[src/hw/rtl/slider_moving_average_level_assert.svh]
// Assertion macros for the slider averaging block. Each check is a clocked
// property that is ignored while rst_n is low.
`ifndef SLIDER_MOVING_AVERAGE_LEVEL_ASSERT_SVH
`define SLIDER_MOVING_AVERAGE_LEVEL_ASSERT_SVH

`ifndef SYNTHESIS

`define SMAL_ASSERT_NOW(name, ante, cons) \
  name: assert property (@(posedge clk) disable iff (!rst_n) (ante) |-> (cons)) \
    else $error("slider average check failed");

`define SMAL_ASSERT_NEXT(name, ante, cons) \
  name: assert property (@(posedge clk) disable iff (!rst_n) (ante) |=> (cons)) \
    else $error("slider average check failed");

`else

`define SMAL_ASSERT_NOW(name, ante, cons)

`define SMAL_ASSERT_NEXT(name, ante, cons)

`endif

`endif

[src/hw/rtl/smal_pkg.sv]
`timescale 1ns / 1ps

package smal_pkg;

  // Window length. The average uses a shift, so it must be a power of two.
  localparam int unsigned WINDOW_SIZE = 8;
  localparam int unsigned RING_AW = $clog2(WINDOW_SIZE);

  localparam int unsigned MV_W = 12;
  localparam int unsigned PCT_W = 7;
  localparam int unsigned LEVEL_W = 4;
  localparam int unsigned NUM_BANDS = 8;

  localparam int unsigned FULL_SCALE_MV = 3300;
  localparam int unsigned SUM_W = $clog2(WINDOW_SIZE * FULL_SCALE_MV + 1);

  // Percent is average / 33, done as (average * 1986) >> 16. The rounding
  // error stays below one for every average under 32768.
  localparam int unsigned PCT_SHIFT = 16;
  localparam int unsigned PCT_RECIP_W = 11;
  localparam logic [PCT_RECIP_W-1:0] PCT_RECIP = PCT_RECIP_W'(1986);
  localparam int unsigned PROD_W = MV_W + PCT_RECIP_W;

  typedef logic [MV_W-1:0]    mv_t;
  typedef logic [PCT_W-1:0]   pct_t;
  typedef logic [LEVEL_W-1:0] level_t;
  typedef logic [SUM_W-1:0]   sum_t;
  typedef logic [RING_AW-1:0] ring_addr_t;

  localparam mv_t FULL_SCALE = MV_W'(FULL_SCALE_MV);

  // Level band starts in millivolts: percent above 1, 15, 29, ... 99 is the
  // same as average at or above 33 times 2, 16, 30, ... 100.
  localparam mv_t LEVEL_MV [NUM_BANDS] = '{
    MV_W'(66),   MV_W'(528),  MV_W'(990),  MV_W'(1452),
    MV_W'(1914), MV_W'(2376), MV_W'(2838), MV_W'(3300)
  };

endpackage

[src/hw/rtl/slider_moving_average_level.sv]
`timescale 1ns / 1ps
// Boxcar moving average of a slider voltage with percent and level outputs.
// Input channel: in_valid, in_sample_mv, in_stall. Output channel: out_valid,
// out_average_mv, out_percent, out_sweep_level, out_stall. A transfer happens
// on a rising edge with valid high and stall low.
// Each input sample is saturated at 3300 mV and replaces the oldest of the
// last eight samples; the block then returns exactly one result.
// The samples sit in an 8-entry synchronous memory: the entry at the ring
// position is read when a sample is accepted; when that sample leaves s1, the
// old entry is subtracted from the running sum, and the new sample is added and written back.
// out_valid rises once the sample has passed s1 and s2 into the result register.
// With no stall the block takes one sample every cycle; each cycle uses one read
// and one write port of the ring.
// After reset the ring reads as all zero (per-entry valid bits), the sum and
// the position are zero, and no result is pending.
// A stall on the output holds the result register; the two stages behind it
// keep filling, and in_stall rises only once they are both occupied.
`include "slider_moving_average_level_assert.svh"

module slider_moving_average_level (
  input  logic                  clk,
  input  logic                  rst_n,
  input  logic                  in_valid,
  input  smal_pkg::mv_t         in_sample_mv,
  output logic                  in_stall,
  output logic                  out_valid,
  output smal_pkg::mv_t         out_average_mv,
  output smal_pkg::pct_t        out_percent,
  output smal_pkg::level_t      out_sweep_level,
  input  logic                  out_stall
);
  import smal_pkg::*;

  mv_t                   ring_mem [WINDOW_SIZE];
  logic [WINDOW_SIZE-1:0] ring_vld_r;
  mv_t                   rd_data_r;
  logic                  rd_vld_r;

  ring_addr_t pos_r;
  sum_t       sum_r;
  sum_t       sum_nxt;

  logic       s1_valid_r;
  mv_t        s1_sample_r;
  ring_addr_t s1_addr_r;

  logic       s2_valid_r;
  mv_t        s2_avg_r;

  logic       out_valid_r;
  mv_t        out_avg_r;
  pct_t       out_pct_r;
  level_t     out_level_r;

  logic       out_go;
  logic       s2_go;
  logic       s1_go;
  logic       in_fire;
  logic       s1_fire;
  logic       s2_fire;
  mv_t        sample_sat;
  mv_t        old_sample;
  logic [PROD_W-1:0] pct_prod;
  level_t     level_nxt;

  assign out_go  = !out_valid_r || !out_stall;
  assign s2_go   = !s2_valid_r || out_go;
  assign s1_go   = !s1_valid_r || s2_go;
  assign in_stall = !s1_go;
  assign in_fire = in_valid && s1_go;
  assign s1_fire = s1_valid_r && s2_go;
  assign s2_fire = s2_valid_r && out_go;

  assign sample_sat = (in_sample_mv > FULL_SCALE) ? FULL_SCALE : in_sample_mv;

  // An entry is read again only WINDOW_SIZE samples after its write, and at
  // most one older sample is still in flight, so no forwarding is needed.
  always_ff @(posedge clk) begin
    if (in_fire) begin
      rd_data_r <= ring_mem[pos_r];
    end
    if (s1_fire) begin
      ring_mem[s1_addr_r] <= s1_sample_r;
    end
  end

  always_ff @(posedge clk) begin
    if (!rst_n) begin
      ring_vld_r <= '0;
      rd_vld_r   <= 1'b0;
    end else begin
      if (in_fire) begin
        rd_vld_r <= ring_vld_r[pos_r];
      end
      if (s1_fire) begin
        ring_vld_r[s1_addr_r] <= 1'b1;
      end
    end
  end

  assign old_sample = rd_vld_r ? rd_data_r : '0;
  assign sum_nxt    = sum_r - SUM_W'(old_sample) + SUM_W'(s1_sample_r);

  always_ff @(posedge clk) begin
    if (!rst_n) begin
      pos_r       <= '0;
      sum_r       <= '0;
      s1_valid_r  <= 1'b0;
      s2_valid_r  <= 1'b0;
      out_valid_r <= 1'b0;
    end else begin
      if (in_fire) begin
        pos_r <= (pos_r == RING_AW'(WINDOW_SIZE - 1)) ? '0 : pos_r + 1'b1;
      end
      if (s1_fire) begin
        sum_r <= sum_nxt;
      end
      if (s1_go) begin
        s1_valid_r <= in_valid;
      end
      if (s2_go) begin
        s2_valid_r <= s1_valid_r;
      end
      if (out_go) begin
        out_valid_r <= s2_valid_r;
      end
    end
  end

  always_ff @(posedge clk) begin
    if (in_fire) begin
      s1_sample_r <= sample_sat;
      s1_addr_r   <= pos_r;
    end
    if (s1_fire) begin
      s2_avg_r <= MV_W'(sum_nxt >> RING_AW);
    end
    if (s2_fire) begin
      out_avg_r   <= s2_avg_r;
      out_pct_r   <= pct_prod[PCT_SHIFT +: PCT_W];
      out_level_r <= level_nxt;
    end
  end

  assign pct_prod = PROD_W'(s2_avg_r) * PROD_W'(PCT_RECIP);

  // The level counts how many band starts the average has reached.
  always_comb begin
    level_nxt = '0;
    for (int i = 0; i < NUM_BANDS; i++) begin
      if (s2_avg_r >= LEVEL_MV[i]) begin
        level_nxt = level_nxt + 1'b1;
      end
    end
  end

  assign out_valid       = out_valid_r;
  assign out_average_mv  = out_avg_r;
  assign out_percent     = out_pct_r;
  assign out_sweep_level = out_level_r;

  `SMAL_ASSERT_NOW(a_rw_addr_differs, in_fire && s1_fire, pos_r != s1_addr_r)
  `SMAL_ASSERT_NOW(a_sum_in_range, 1'b1, sum_r <= SUM_W'(WINDOW_SIZE * FULL_SCALE_MV))
  `SMAL_ASSERT_NEXT(a_accept_fills_s1, in_fire, s1_valid_r)
  `SMAL_ASSERT_NOW(a_percent_in_range, out_valid_r, out_pct_r <= PCT_W'(100))

endmodule
[config.mk]
export PLATFORM = sky130hd
export DESIGN_NAME = slider_moving_average_level
export DESIGN_NICKNAME = d
export VERILOG_FILES = /design/src/hw/rtl/smal_pkg.sv /design/src/hw/rtl/slider_moving_average_level.sv
export VERILOG_INCLUDE_DIRS = /design/src /design/src/hw/rtl
export SDC_FILE = /design/constraint.sdc
export NUM_CORES = 1
export LEC_CHECK = 0
export BUFFER_PORTS_ARGS = -buffer_cell sky130_fd_sc_hd__clkbuf_2
export CAP_MARGIN = 40
export CORE_UTILIZATION = 50
export CTS_BUF_LIST = sky130_fd_sc_hd__clkbuf_2
export CTS_CLUSTER_SIZE = 16
export DETAILED_ROUTE_END_ITERATION = 8
export PLACE_DENSITY_LB_ADDON = 0.05
export SLEW_MARGIN = 20
export SYNTH_ARGS = -nofsm -noshare
export SYNTH_HDL_FRONTEND = slang
export SYNTH_SLANG_ARGS = --single-unit
[constraint.sdc]
create_clock -name clk -period 6.15 [get_ports clk]
set_clock_uncertainty 0.1 [all_clocks]
set_input_delay 0.9225 -clock clk [delete_from_list [all_inputs] [get_ports clk]]
set_output_delay 0.9225 -clock clk [all_outputs]
set_load 0.03 [all_outputs]
==> results of run 1 <==
[path summary, 6_finish.rpt]
| check | from | end |
|---|---|---|
| max reg2reg | s2_avg_r[10] | out_sweep_level[2] |
| min reg2reg | sum_r[14] | sum_r[14] |
| min | in_sample_mv[10] | s1_sample_r[10] |
| max | s2_avg_r[10] | out_sweep_level[2] |
[placed cells by master (no fill, tap or decap), types with 3 or more instances in the layout]
cell	count
o21ai_0	14
inv_1	126
nand4_1	3
nor2_1	13
dfxtp_1	29
o21a_1	13
xor2_1	11
nor2b_1	9
mux2_2	13
and3_1	6
buf_4	11
nand2_1	54
nor3_1	7
mux4_2	26
o21ai_1	4
buf_8	5
and2_1	20
mux2i_1	10
clkinv_4	3
a41o_1	3
inv_6	3
a21boi_0	12
a31oi_1	3
edfxtp_1	158
a21o_1	6
clkinv_8	3
or3_1	3
nor2_2	3
o31ai_1	3
a41oi_1	4
xnor2_1	20
a211oi_1	4
a21oi_1	25
fa_1	45
nand2b_1	14
ha_1	113
inv_8	4
nand3_1	8
clkbuf_2	57
[worst register-to-register path, cell delays in order (launching register included)]
cell	delay (ps)
edfxtp_1	630
inv_1	380
ha_1	260
nor3b_1	270
a41oi_1	230
nand2_1	160
inv_1	50
ha_1	550
xnor2_4	140
xnor2_2	360
inv_2	130
ha_1	310
xnor2_1	140
o22ai_2	190
nor2_1	80
ha_1	320
nand2_1	70
o31ai_1	110
ha_1	250
and3_1	170
xnor2_1	190
xnor2_1	80
[stage by stage]
step,setup WS [ps],utilization,cells,hold slack [ps],cell area [um2]
4_1_cts,771,0.553,1203,177,12000
3_3_place_gp,855,0.536,1163,342,11700
6_report,782,0.554,1205,279,12100
5_1_grt,509,0.554,1205,154,12100
3_5_place_dp,773,0.542,1171,353,11800
2_1_floorplan,1150,-,850,332,11100
[kinds of logic (layout without fill, tap and decap cells)]
family	count (synthesis)	in the layout	share of synthesized area
fa+ha+maj	158	158	0.209
simple gates	161	161	0.0767
flops	188	188	0.483
mux	49	49	0.0752
compound gates	113	113	0.0730
buf+inv	146	220	0.0499
xor+xnor	35	35	0.0325
other cells	0	1	0
[metal layers]
metal	share of wire	up-vias
met5	0	-
met4	0.016	0
met3	0.023	24
met2	0.53	101
met1	0.43	3282
li1	-	3118
[area by class of cell]
type	count	area (um2)
clock inverter	15	166
multi-input combinational	516	5210
antenna	1	2.50
tap	280	350
sequential	188	5350
fill	1826	9710
clock buffer	17	85.1
inverter	128	480
timing repair buffer	60	408
[flip-flops by register name (all words and copies together), names as in the netlist, 4 cells and up]
signal / flops
ring_mem: 96
out_average_mv: 12
out_sweep_level: 4
out_percent: 7
s2_avg_r: 12
sum_r: 15
rd_data_r: 12
ring_vld_r: 8
s1_sample_r: 12
==> results by group, run 1 <==
Run
  – Max-cap check violation count: 0

Min path
  – Hold depth: 1
  – Worst Hold Class: in2reg

Timing
  – Slew margin rel.: 0.434
  – Final setup vio count: 0
  – Fin. max-slew vios: 0
  – Final Hold Viols: 0
  – Least-Margin Pin Slew: around 840 ps
  – Fmax: ~190 MHz
  – RSZ-0062 raised after global routing: false
  – Final setup TNS: 0 ps
  – Minimum clock period: 5370 ps
  – Final period utilization: 0.873

Critical path
  – Worst path cell trace: inv_1 > ha_1 > nor3b_1 > a41oi_1 > nand2_1 > inv_1 > ha_1 > xnor2_4 > xnor2_2 > inv_2 > ha_1 > xnor2_1 > o22ai_2 > nor2_1 > ha_1 > nand2_1 > o31ai_1 > ha_1 > and3_1 > xnor2_1 > xnor2_1
  – Cell depth of the worst flop-to-flop path: 21
  – Slowest cell on crit path: edfxtp_1
  – CP bufs+invs: 3
  – Worst-path fanout max: 11
  – CP peak stage delay: 630 ps
  – R2R Setup Slk: just under 800 ps
  – Worst Setup Start Kind: flop
  – Class of the most critical setup path: reg2reg
  – Critical path arrival: 5790 ps
  – Endpoint class of the critical path: flop
  – Crit-path most repeated cell: ha_1
  – CP top delay family: adder cells
  – Critical Path RT: 6570 ps
  – Stages on worst setup path: 21

Clock tree
  – Post_cts resized: 0
  – CTS tree: yes
  – Worst-case clock buffer depth: 2
  – Clock Pin Slew Worst Setup and Hold Paths: 310 ps
  – Max H-tree Level: 4
  – CTS Sinks: 188
  – Post-CTS Setup Repair Bufs: 0
  – Worst-Skew Late Latency: 720 ps
  – CTS buffer count: 17
  – Hold buffer count at CTS: 0
  – Clk root buf: clkbuf_2

Logic synthesis
  – Post-synth top flop: edfxtp_1
  – Most instantiated library cell after synthesis: edfxtp_1
  – Distinct cells, synth: around 70
  – Top cells by count, synth: edfxtp_1, inv_1, ha_1
  – Top-area cell type share of the netlist area: 0.429
  – Yosys top cell by area: edfxtp_1
  – Share of flip-flops with an asynchronous set or reset: 0
  – Flops & latches, synth: 188
  – Yosys warnings: 0
  – EDFF count, synth: around 160
  – Syn Nets: 1024
  – Post-Synthesis Cells: 850
  – Cell area after synthesis: 0.0111 mm2
  – Sequential area share after synthesis: 0.483
  – Synth Area per Inst: 13.0 um2
  – Top post-synthesis cells by area: edfxtp_1, ha_1, fa_1

Outcome
  – Status: finished, final reports clean

Final layout
  – Final nets: 1085
  – Area growth syn-to-layout: 8.97%
  – Ratio of cells with drive above 1 in the final layout: 0.171

Detailed routing
  – DR pass1 iterations: 4
  – WL final: 22.3 mm
  – Via-per-instance ratio: 5.41
  – Detail-routed net length per standard cell: 18.5 um
  – 1st-iter DRT viols: 250
  – Vias: 6525
  – Antenna-violating nets left: 0
  – DR DRC count: 0

Place
  – RePlAce Congestion: 0.868
  – Dpl hpwl: 16.7 mm
  – Port Buffer Count: 40

Floorplanning
  – Die ar.: between 0.02 and 0.025 mm2
  – Core area: approximately 0.022 mm2
  – Die Ht: roughly 150 um
  – Starting density of the core: 0.508
  – Die width: 151 um
  – Row count: 54
  – Boundary pin count: 41

Global routing
  – M1 GR Usage: 0.259
  – GRT met2 Usage: 0.379
  – Initial antenna violation count: 1
  – Largest net degree at the start of global routing: 32
  – M3 GR Usage: 0.0324
  – Number of global-route vias before repair: 6838
  – Grt ovf: 0
  – GR Util All Layers: 0.210
  – Global route hottest layer: met2
  – First-pass GRT wire length: 35.5 mm
Power of run 1 is not shown: default switching activity piles up to over one toggle a cycle in this logic, so the estimate is an artifact.
==> run 2, diff against run 1 <==
--- a/config.mk
+++ b/config.mk
@@ -12,7 +12,7 @@
 export CTS_BUF_LIST = sky130_fd_sc_hd__clkbuf_2
 export CTS_CLUSTER_SIZE = 16
 export DETAILED_ROUTE_END_ITERATION = 8
-export PLACE_DENSITY_LB_ADDON = 0.05
+export PLACE_DENSITY = 0.75
 export SLEW_MARGIN = 20
 export SYNTH_ARGS = -nofsm -noshare
 export SYNTH_HDL_FRONTEND = slang
==> run 2 against run 1 <==
Against the previous run: fmax about the same; sequential share of layout area about the same; sequential cell count unchanged; first-iteration DRC count up 22%; register-to-register slack about the same; final cell count down 0.17%; non-clock buffer count down 2; hold slack worse by 63 ps; cell area about the same; count of clock-buffer cells in the layout unchanged; via count up 0.28%; highest routed layer unchanged.
==> results by group, run 2 (synthesized netlist as in run 1, its figures left out) <==
Run
  – Max-cap check violation count: 0 (unchanged)

Detailed routing
  – DR DRC count: 0 (unchanged)
  – WL final: 20.5 mm (was 22.3 mm)
  – DR pass1 iterations: 5 (was 4)
  – Detail-routed net length per standard cell: 17.0 um (was 18.5 um)
  – Via-per-instance ratio: 5.44 (was 5.41)
  – Antenna-violating nets left: 0 (unchanged)
  – Vias: 6543 (was 6525)
  – 1st-iter DRT viols: 306 (was 250)

Clock tree
  – CTS Sinks: 188 (unchanged)
  – Worst-Skew Late Latency: 800 ps (was 720 ps)
  – CTS tree: yes (unchanged)
  – Clock Pin Slew Worst Setup and Hold Paths: 340 ps (was 310 ps)
  – Max H-tree Level: 4 (unchanged)
  – Post_cts resized: 0 (unchanged)
  – CTS buffer count: 17 (unchanged)
  – Worst-case clock buffer depth: 2 (unchanged)
  – Clk root buf: clkbuf_2 (unchanged)
  – Hold buffer count at CTS: 0 (unchanged)
  – Post-CTS Setup Repair Bufs: 0 (unchanged)

Timing
  – Slew margin rel.: 0.488 (was 0.434)
  – Final setup vio count: 0 (unchanged)
  – Minimum clock period: 5370 ps (about the same)
  – Fmax: 186 MHz (about the same)
  – Final period utilization: 0.874 (was 0.873)
  – Final Hold Viols: 0 (unchanged)
  – RSZ-0062 raised after global routing: false (unchanged)
  – Fin. max-slew vios: 0 (unchanged)
  – Final setup TNS: 0 ps (unchanged)
  – Least-Margin Pin Slew: 760 ps (was 840 ps)

Global routing
  – Initial antenna violation count: 1 (unchanged)
  – First-pass GRT wire length: 33.6 mm (was 35.5 mm)
  – Largest net degree at the start of global routing: 32 (unchanged)
  – Number of global-route vias before repair: 6607 (was 6838)
  – GR Util All Layers: 0.197 (was 0.210)
  – Grt ovf: 0 (unchanged)

Final layout
  – Area growth syn-to-layout: 8.90% (was 8.97%)
  – Number of filler cells placed in the layout: 1842 (was 1826)
  – Top Registers: ring_mem: 96 flops, sum_r: 15 flops (unchanged)
  – Top reg by flops: ring_mem (unchanged)
  – Max FFs per register: 96 (unchanged)
  – Ratio of cells with drive above 1 in the final layout: 0.170 (was 0.171)
  – Commonest non-fill, non-tap cell in the layout: edfxtp_1 (unchanged)
  – Most frequent cells in the layout: edfxtp_1, inv_1, ha_1 (unchanged)
  – Final nets: 1083 (was 1085)

Critical path
  – Critical Path RT: 6660 ps (was 6570 ps)
  – Endpoint class of the critical path: flop (unchanged)
  – Worst-path fanout max: 10 (was 11)
  – Critical path arrival: 5890 ps (was 5790 ps)
  – Worst Setup Start Kind: flop (unchanged)
  – Class of the most critical setup path: reg2reg (unchanged)

Min path
  – Worst Hold Class: in2reg (unchanged)

Floorplanning
  – Die Ht: 151 um (unchanged)
  – Die ar.: 0.0227 mm2 (unchanged)
  – Die width: 151 um (unchanged)
  – Core area: 0.0218 mm2 (unchanged)
  – Row count: 54 (unchanged)
  – Boundary pin count: 41 (unchanged)
  – Starting density of the core: 0.508 (unchanged)

Place
  – Port Buffer Count: 40 (unchanged)
  – RePlAce Congestion: 0.881 (was 0.868)
  – Dpl hpwl: 15.0 mm (was 16.7 mm)

Outcome
  – Status: finished, final reports clean (unchanged)
==> run 2: layout make-up <==
cell class | count | area (um2) | area share
Antenna cell | 1 | 2.50 | 0.000208
Clock buffer | 17 | 85.1 | 0.00706
Clock inverter | 15 | 198 | 0.0164
Inverter | 128 | 480 | 0.0399
Multi-Input combinational cell | 516 | 5200 | 0.432
Sequential cell | 188 | 5350 | 0.444
Tap cell | 280 | 350 | 0.0291
Timing Repair Buffer | 58 | 382 | 0.0317
==> run 2: worst max-delay path, cell delays in order, from the launching register on <==
cell	delay (ps)
edfxtp_1	720
inv_1	290
ha_1	350
inv_1	50
fa_1	520
fa_1	560
inv_1	40
ha_1	290
ha_1	300
ha_1	330
a21oi_1	170
nor2b_1	70
a41oi_1	160
o21ai_1	110
o41a_1	390
a211oi_1	340
o21bai_1	140
a21oi_1	190
xnor2_1	80
==> run 2: worst paths after layout <==
path | startpoint | end | slack (ps) | cells past startpoint
max | s2_avg_r[7] | out_percent[6] | 780 | 18
max reg2reg | s2_avg_r[7] | out_percent[6] | 780 | 18
min reg2reg | s1_valid_r | s2_valid_r | 380 | 1
min | in_sample_mv[10] | s1_sample_r[10] | 220 | 1
==> run 2: per-stage QoR <==
step | util | cells | worst slack [ps] | hold WS [ps] | instance area (um2)
after global placement | 0.536 | 1163 | 888 | 341 | 11700
after detailed placement | 0.539 | 1167 | 748 | 349 | 11700
after floorplan | - | 850 | 1150 | 332 | 11100
after CTS | 0.552 | 1199 | 778 | 149 | 12000
final | 0.554 | 1203 | 778 | 215 | 12000
after global routing | 0.554 | 1203 | 463 | 119 | 12000
==> run 2: routing by layer <==
| layer | global-route usage | part of all wire | routed length [um] |
|---|---|---|---|
| met1 | 0.256 | 0.43 | 8840 |
| met5 | 0 | 0 | 0 |
| met4 | 0.0610 | 0.019 | 386 |
| met3 | 0.0339 | 0.050 | 1020 |
| met2 | 0.338 | 0.50 | 10200 |
Power of run 2 is left out for the same reason.
